`config.mk`:
```
export PLATFORM = sky130hd
export DESIGN_NAME = ccpe_front
export DESIGN_NICKNAME = d
export VERILOG_FILES = /design/src/hw/rtl/ccpe_pkg.sv /design/src/hw/rtl/ccpe_front.sv
export SDC_FILE = /design/constraint.sdc
export NUM_CORES = 1
export LEC_CHECK = 0
export BUFFER_PORTS_ARGS = -buffer_cell sky130_fd_sc_hd__buf_2
export CAP_MARGIN = 40
export CORE_MARGIN = 2
export CORE_UTILIZATION = 50
export CTS_CLUSTER_SIZE = 16
export DETAILED_ROUTE_END_ITERATION = 8
export GPL_ROUTABILITY_DRIVEN = 0
export HOLD_SLACK_MARGIN = 0.02
export PLACE_DENSITY = 0.83
export REMOVE_ABC_BUFFERS = 1
export SYNTH_ARGS = -nofsm -noshare
export SYNTH_HDL_FRONTEND = slang
export SYNTH_SLANG_ARGS = --single-unit
```
`constraint.sdc`:
```
create_clock -name clk_i -period 10.3 [get_ports clk_i]
set_clock_uncertainty 0.2 [all_clocks]
set_input_delay 0.515 -clock clk_i [delete_from_list [all_inputs] [get_ports clk_i]]
set_output_delay 0.515 -clock clk_i [all_outputs]
set_load 0.01 [all_outputs]
```
`src/hw/rtl/ccpe_pkg.sv`:
```
// Types and constants shared by the cyclic code parity encoder and checker.
`timescale 1ns / 1ps
package ccpe_pkg;

  localparam int DLEN_W      = 12;
  localparam int PLEN_W      = 6;
  localparam int TAP_W       = 32;
  localparam int POS_W       = 13;
  localparam int CLEN_W      = 18;
  localparam int CFG_IDX_W   = 3;
  localparam int CFG_DATA_W  = 32;
  localparam int QUEUE_DEPTH = 2;

  typedef enum logic [CFG_IDX_W-1:0] {
    CFG_DATA_LEN    = 3'd0,
    CFG_PARITY_LEN  = 3'd1,
    CFG_GEN_TAPS    = 3'd2,
    CFG_INIT_PARITY = 3'd3,
    CFG_MODE        = 3'd4
  } cfg_idx_e;

  typedef enum logic {
    MODE_ENCODE = 1'b0,
    MODE_CHECK  = 1'b1
  } mode_e;

  typedef struct packed {
    logic [DLEN_W-1:0] data_len;
    logic [PLEN_W-1:0] parity_len;
    logic [TAP_W-1:0]  gen_taps;
    logic [TAP_W-1:0]  init_parity;
    mode_e             mode;
  } cfg_t;

  localparam logic [DLEN_W-1:0] DATA_LEN_RST    = 12'd7;
  localparam logic [PLEN_W-1:0] PARITY_LEN_RST  = 6'd8;
  localparam logic [TAP_W-1:0]  GEN_TAPS_RST    = 32'd209;
  localparam logic [TAP_W-1:0]  INIT_PARITY_RST = 32'd0;

  // One result item.
  typedef struct packed {
    logic out_bit;
    logic is_parity;
    logic last;
  } res_t;

  // Queue entry: a single result, or a data bit followed by a parity burst.
  typedef struct packed {
    res_t              res;
    logic              burst;
    logic [PLEN_W-1:0] plen;
  } cmd_t;

endpackage

```
`src/hw/rtl/ccpe_front.sv`:
```
// Front part: accepts code bits, runs the division register and classifies results.
`timescale 1ns / 1ps
module ccpe_front import ccpe_pkg::*; #(
  parameter int MAX_PARITY   = 32,
  parameter int MAX_CODE_LEN = 4096
) (
  input  logic                  clk_i,
  input  logic                  rst_ni,
  input  cfg_t                  cfg_i,
  input  logic                  in_valid_i,
  input  logic                  in_bit_i,
  output logic                  in_ready_o,
  input  logic                  full_i,
  output logic                  push_o,
  output cmd_t                  cmd_o,
  output logic [MAX_PARITY-1:0] par_o
);

  localparam int PW = $clog2(MAX_PARITY + 1);
  localparam int TE = 2 ** PW;
  localparam int RI = $clog2(MAX_PARITY);
  localparam int PX = POS_W + 1;

  logic [MAX_PARITY-1:0] rem_q, rem_d, rem_div, mask, init_ext;
  logic [POS_W-1:0]      pos_q, pos_d, t_off;
  logic [PW-1:0]         p_eff, j;
  logic [DLEN_W-1:0]     k0, k_eff;
  logic [CLEN_W-1:0]     len_sum, len_lim;
  logic [TE-1:0]         taps_ext;
  logic                  fb, rbit, data_phase, final_data, final_chk;

  assign in_ready_o = !full_i;
  assign push_o     = in_valid_i && !full_i;
  assign taps_ext   = TE'(cfg_i.gen_taps);
  assign init_ext   = MAX_PARITY'(cfg_i.init_parity);

  // Effective lengths after clamping.
  always_comb begin
    p_eff   = (cfg_i.parity_len > PLEN_W'(MAX_PARITY)) ? PW'(MAX_PARITY)
                                                       : PW'(cfg_i.parity_len);
    k0      = (cfg_i.data_len == '0) ? DLEN_W'(1) : cfg_i.data_len;
    len_sum = CLEN_W'(k0) + CLEN_W'(p_eff);
    len_lim = CLEN_W'(MAX_CODE_LEN) - CLEN_W'(p_eff);
    k_eff   = k0;
    if (len_sum > CLEN_W'(MAX_CODE_LEN)) begin
      if (CLEN_W'(MAX_CODE_LEN) > CLEN_W'(p_eff) + CLEN_W'(1)) begin
        k_eff = len_lim[DLEN_W-1:0];
      end else begin
        k_eff = DLEN_W'(1);
      end
    end
  end

  // Feedback mask: remainder bit t takes generator tap p-1-t.
  always_comb begin
    j    = '0;
    mask = '0;
    for (int t = 0; t < MAX_PARITY; t++) begin
      if (PW'(t) < p_eff) begin
        j       = p_eff - PW'(t) - PW'(1);
        mask[t] = taps_ext[j];
      end
    end
  end

  always_comb begin
    fb         = in_bit_i ^ rem_q[0];
    rem_div    = (rem_q >> 1) ^ (fb ? mask : '0);
    data_phase = (cfg_i.mode == MODE_ENCODE) || (pos_q < POS_W'(k_eff));
    final_data = (pos_q + POS_W'(1)) >= POS_W'(k_eff);
    t_off      = pos_q - POS_W'(k_eff);
    rbit       = (t_off < POS_W'(MAX_PARITY)) ? rem_q[t_off[RI-1:0]] : 1'b0;
    final_chk  = (PX'(t_off) + PX'(1)) >= PX'(p_eff);
  end

  always_comb begin
    cmd_o = '0;
    par_o = init_ext ^ rem_div;
    rem_d = rem_q;
    pos_d = pos_q;
    if (data_phase) begin
      cmd_o.res.out_bit = in_bit_i;
      rem_d             = rem_div;
      if (!final_data) begin
        pos_d = pos_q + POS_W'(1);
      end else if (cfg_i.mode == MODE_ENCODE) begin
        // Last data bit: hand the whole parity word to the back part.
        cmd_o.burst    = 1'b1;
        cmd_o.plen     = PLEN_W'(p_eff);
        cmd_o.res.last = (p_eff == '0);
        rem_d          = '0;
        pos_d          = '0;
      end else begin
        cmd_o.res.last = (p_eff == '0);
        if (p_eff == '0) begin
          rem_d = '0;
          pos_d = '0;
        end else begin
          pos_d = pos_q + POS_W'(1);
        end
      end
    end else begin
      // Syndrome bit.
      cmd_o.res.out_bit   = in_bit_i ^ rbit;
      cmd_o.res.is_parity = 1'b1;
      cmd_o.res.last      = final_chk;
      if (final_chk) begin
        rem_d = '0;
        pos_d = '0;
      end else begin
        pos_d = pos_q + POS_W'(1);
      end
    end
  end

  always_ff @(posedge clk_i or negedge rst_ni) begin
    if (!rst_ni) begin
      rem_q <= '0;
      pos_q <= '0;
    end else if (push_o) begin
      rem_q <= rem_d;
      pos_q <= pos_d;
    end
  end

endmodule

```
Word level (Yosys, flattened, before mapping)
Cells that the tools add are included.
{"block": "word_totals", "wordCells": 274, "reg_bits": 45, "inputBits": 88, "output_inout_bits": 44}
{"block": "op_classes", "n_lt_le_gt_ge": 72, "n_reduce_logical": 7, "muxes": 120, "add_sub_neg": 68, "n_bitwise": 5}
{"operator": "6-bit by 7-bit < comparator with 1-bit output (second input constant)", "count": 32}
{"operator": "1-bit binary-select mux with 6-bit select", "count": 32}
{"operator": "32-bit 2-to-1 mux", "count": 6}
{"operator": "6-bit by 1-bit subtractor with 6-bit output (second input constant)", "count": 32}
{"operator": "5-bit by 6-bit < comparator with 1-bit output (first input constant)", "count": 16}
{"operator": "6-bit by 5-bit subtractor with 6-bit output (second input constant)", "count": 16}
{"operator": "1-bit 2-to-1 mux", "count": 69}
{"operator": "13-bit 2-to-1 mux", "count": 5}
{"operator": "4-bit by 6-bit < comparator with 1-bit output (first input constant)", "count": 8}
{"operator": "6-bit by 4-bit subtractor with 6-bit output (second input constant)", "count": 8}
{"operator": "12-bit 2-to-1 mux", "count": 3}
{"operator": "31-bit by 32-bit XOR with 32-bit output", "count": 1}
{"operator": "32-bit XOR", "count": 1}
{"operator": "3-bit by 6-bit < comparator with 1-bit output (first input constant)", "count": 4}
{"operator": "6-bit by 3-bit subtractor with 6-bit output (second input constant)", "count": 4}
{"operator": "13-bit by 1-bit adder with 14-bit output (second input constant)", "count": 1}
{"operator": "14-bit by 6-bit >= comparator with 1-bit output", "count": 1}
{"operator": "7-bit 2-to-1 mux", "count": 2}
{"operator": "12-bit by 6-bit adder with 13-bit output", "count": 1}
{"operator": "13-bit by 1-bit adder with 13-bit output (second input constant)", "count": 1}
{"operator": "13-bit by 12-bit >= comparator with 1-bit output", "count": 1}
{"operator": "13-bit greater-than comparator (second input constant)", "count": 1}
{"operator": "13-bit by 7-bit greater-than comparator with 1-bit output (first input constant)", "count": 1}
{"operator": "13-bit by 12-bit < comparator with 1-bit output", "count": 1}
{"operator": "21 further kinds", "count": 25}

Longest topological paths before layout
{"block": "logic_depth", "ltp_word": 13, "ltp_mapped": 32, "ltp_nobuf": 28}

Worst setup path after synthesis
OpenSTA, ideal clock, no wires.
{"block": "synth_timing", "path_kind": "input -> register", "start": "input cfg_i[70] (netlist bit)", "end": "register rem_q[28]", "stages": 31, "setup_slack_ps": 3806, "arrival_ps": 6201, "setup_time_ps": 93, "t_required_ps": 10007, "n_path_buf": 5, "path_cell_list": "nand2b_1 -> buf_6 -> inv_2 -> buf_2 -> ha_1 -> inv_1 -> fa_1 -> inv_1 -> a21oi_1 -> o21bai_1 -> xor2_1 -> or4_1 -> nor3_1 -> nor4_2 -> mux2_2 -> ha_1 -> inv_1 -> fa_1 -> clkbuf_1 -> and3_1 -> nand3_1 -> xor2_1 -> ha_1 -> nand2_1 -> nor2_1 -> a2111oi_2 -> a21o_1 -> buf_4 -> buf_2 -> nand2_1 -> o31ai_2"}
{"block": "synth_between", "elab_chain_len": 13, "elab_cells_between_ends": 30, "cone_classes": "add/sub: 7; order compare: 7; mux: 11; bitwise: 1; reduce/logical: 4"}
{"item": "start: declaration", "line_no": "ccpe_front.sv:9", "text": "input cfg_t cfg_i,"}
{"item": "6-bit greater-than comparator", "line_no": "ccpe_front.sv:39", "text": "p_eff = (cfg_i.parity_len > PLEN_W'(MAX_PARITY)) ? PW'(MAX_PARITY)"}
{"item": "6-bit 2-to-1 mux (*)", "line_no": "ccpe_front.sv:39"}
{"item": "parallel branches: the longest is 11 deep, another holds 13-bit by 1-bit adder with 14-bit output"}
{"item": "end signal: assignment", "line_no": "ccpe_front.sv:121", "text": "rem_q <= rem_d;"}
{"item": "end: declaration", "line_no": "ccpe_front.sv:24", "text": "logic [MAX_PARITY-1:0] rem_q, rem_d, rem_div, mask, init_ext;"}
Mark *: on every way between the ends. The select of a mux whose other input is x is not followed.
A chain may end at the register's enable or synchronous reset.

==> run summary <==
final wirelength -> 22600 um
top-count cell post-synth -> xnor2_1
PostCTS Resize Cnt -> 0
Net Sw Frac -> 0.472
leakage -> 3.89 nW
vias per cell -> 6.47
final cell count without fillers -> 1141
Compound-Gate Fraction of Synth Area -> 0.186
Final TNS setup -> 0 ns
largest net degree at the start of global routing -> 44
dpl cell area -> 0.00847 mm^2
Detail Placement HPWL -> 17800 um
min Tclk post-route -> 8.00 ns
Flop pwr share -> 0.209
I/O pin total -> 132
Psw -> 718 uW
register area share after synthesis -> 0.145
outcome -> finished clean
setup bufs post-CTS -> 0
layout overhead on the synthesized area -> 11.5%
worst r2r path cells -> 16
yosys warns -> 0
placed insts -> 1132
num rows -> 45
vias in the first global route -> 6957
main flop type after synthesis -> dfrtp_1
Core Box Area -> 0.0151 mm^2
Pwr Total -> 1.52 mW
cts hold-fix bufs -> 0
first-pass GRT wire length -> 36200 um
gr usage total -> 0.275
worst hold path type -> input port to async pin
post-synthesis simple-gate area fraction -> 0.144
Critical Path Fanout Max -> 32
Avg Inst Size Synth -> 9.04 um^2
DR DRC count -> 0
mux share of post-synthesis cell area -> 0.236
Initial Util -> 0.512
critical path arrival -> 7.29 ns
Hold Fails Final Rpt -> 0
distinct cell type count after synthesis -> 74
Critical Path End -> cmd_o[7]
DR vias -> 7378
RSZ-0062 raised after global routing -> no
main combinational cell family by area after synthesis -> multiplexers
Worst-Skew Late Latency -> 0.31 ns
slew margin rel. -> 0.440
Peak VDD IR -> 0.000134 V
post-synth top area cell -> dfrtp_1
synth cell count leaders -> 99 x xnor2_1, 85 x mux2i_1, 77 x nand2_1
Clock power frac -> 0.116
Largest delay share family, worst path -> adder cells
number of DRC markers in iteration 0 -> 794
GRT overflow -> 0
Reg-to-Reg Start -> pos_q[0]
top cells by area, synth -> dfrtp_1 15%, mux4_2 12%, xnor2_1 11%, mux2i_1 11%, ha_1 9.2%
Pint -> 803 uW
post-route ant nets -> 0
Port-buffer cells -> 131
startpoint types -> input port
Synth Area in XOR/XNOR -> 0.143
WP data required -> 9.59 ns
Chip Height -> 128 um
Cell Area, Synth -> 0.00775 mm^2
Slew Limit Fails -> 0
H-tree levels -> 2
Comb pwr share -> 0.675
Pre-antenna DRT Iters -> 7
routed length per instance -> 19.8 um
Root Buffer -> clkbuf_16
CP peak stage delay -> 0.81 ns
top cell type's share of synthesized area -> 0.145
Tcrit/Tclk final -> 0.777
chip width -> 128 um
CTS sink count -> 45
synthesized flop and latch total -> 45
CP Buf/Inv Count -> 7
WP depth -> 27
share of cells above drive strength 1 -> 0.263
worst slew pin tran -> 0.833 ns
CP max stage cell -> fa_1
CP most frequent cell -> ha_1
final instance area -> 0.00864 mm^2
Achievable Freq -> 125 MHz
die area -> 0.0165 mm^2
Final nets -> 1099
CP Class -> input port to output port
final setup vio count -> 0
CP startpoint -> cfg_i[70]
clk buf depth -> 2
Cells after Synth -> 857
Seq. cell area -> 0.00113 mm^2
endpoint class of the critical path -> output port
Hold WS -> 0.0215 ns
MaxCap Viol Count -> 0
initial antenna violation count -> 0
diode count -> 0
reg-to-reg slack, setup -> 5.74 ns
CTS tree -> yes
fillcell total -> 1311
Post-synth EDFFs -> 0
cts bufs inserted -> 5
Post-Synth Adder-Cell Area -> 0.0972
clock slew at reported path FFs -> 0.07 ns
multi-input logic area -> 0.00626 mm^2
worst r2r dst -> rem_q[30]
Pwr per Cell Area -> 176 mW/mm^2
Async SR Flop Fraction -> 1.00
==> state kept, by name (all words and copies together), names as in the netlist <==
signal,count
rem_q,32
pos_q,13
==> stage by stage <==
stage | utilization | setup slack [ns]
finish | 0.570 | 2.30
floorplan | - | 1.93
global placement | 0.556 | 1.89
CTS | 0.569 | 2.36
global route | 0.570 | 1.69
detailed placement | 0.560 | 2.11
==> logic make-up after synthesis <==
| family | count (synthesis) |
|---|---|
| AND/OR/NAND/NOR | 227 |
| flip-flops | 45 |
| AO/OA/AOI/OAI | 189 |
| XOR/XNOR | 125 |
| adder cells (fa/ha/maj) | 59 |
| multiplexers | 132 |
| buffers and inverters | 80 |
==> power by group through the flow <==
stage / Sequential (mW) / Clock [mW] / Combinational (mW)
3_3_place_gp: 0.316 / 0 / 0.984
4_1_cts: 0.315 / 0.178 / 1.02
2_1_floorplan: 0.293 / 0 / 0.742
5_1_grt: 0.323 / 0.184 / 1.12
3_5_place_dp: 0.318 / 0 / 1.02
6_report: 0.318 / 0.176 / 1.03
==> worst min path at each step <==
| stage | endpoint | cells past startpoint | slack [ns] | startpoint |
|---|---|---|---|---|
| final | rem_q[5] | 1 | 0.02 | rst_ni |
| after global routing | rem_q[27] | 1 | 0.07 | rst_ni |
| after CTS | rem_q[5] | 1 | 0.03 | rst_ni |
| after detailed placement | rem_q[3] | 2 | 0.32 | rem_q[3] |
| after global placement | rem_q[4] | 2 | 0.32 | rem_q[4] |
| after floorplan | pos_q[0] | 0 | 0.02 | rst_ni |
==> cell usage in the layout (no fill, tap or decap), types with 4 or more instances in the layout <==
cell / instances
buf_2: 131
xnor2_1: 99
mux2i_1: 85
nand2_1: 77
ha_1: 57
a21oi_1: 54
nor2_1: 45
dfrtp_1: 45
mux4_2: 40
o31ai_2: 29
xor2_1: 24
nor3_1: 23
inv_1: 22
o21ai_0: 21
nand3_1: 19
nand2b_1: 16
a21o_1: 12
a22o_1: 10
nor2b_1: 9
a31oi_1: 8
inv_2: 7
mux2_2: 7
nand4_1: 5
a211oi_1: 5
o211ai_1: 5
o31ai_1: 5
clkbuf_16: 5
buf_4: 5
and3_1: 4
a221o_1: 4
==> metal layers <==
metal	GRT usage	vias to the layer above	wire length, um
met1	0.342	3543	8740
met2	0.483	398	11300
met3	0.0391	79	1650
met4	0.112	0	933
met5	0	-	0
li1	-	3358	-
==> final cells by class <==
| cell class | instances | share of cell area |
|---|---|---|
| multi-input cells | 732 | 0.725 |
| flip-flops and latches | 45 | 0.130 |
| repair buffers | 139 | 0.0875 |
| well taps | 188 | 0.0272 |
| clock buffers | 5 | 0.0145 |
| inverters | 29 | 0.0126 |
| clock inverters | 3 | 0.00290 |
Note: power is estimated with default switching activity, not from simulation.
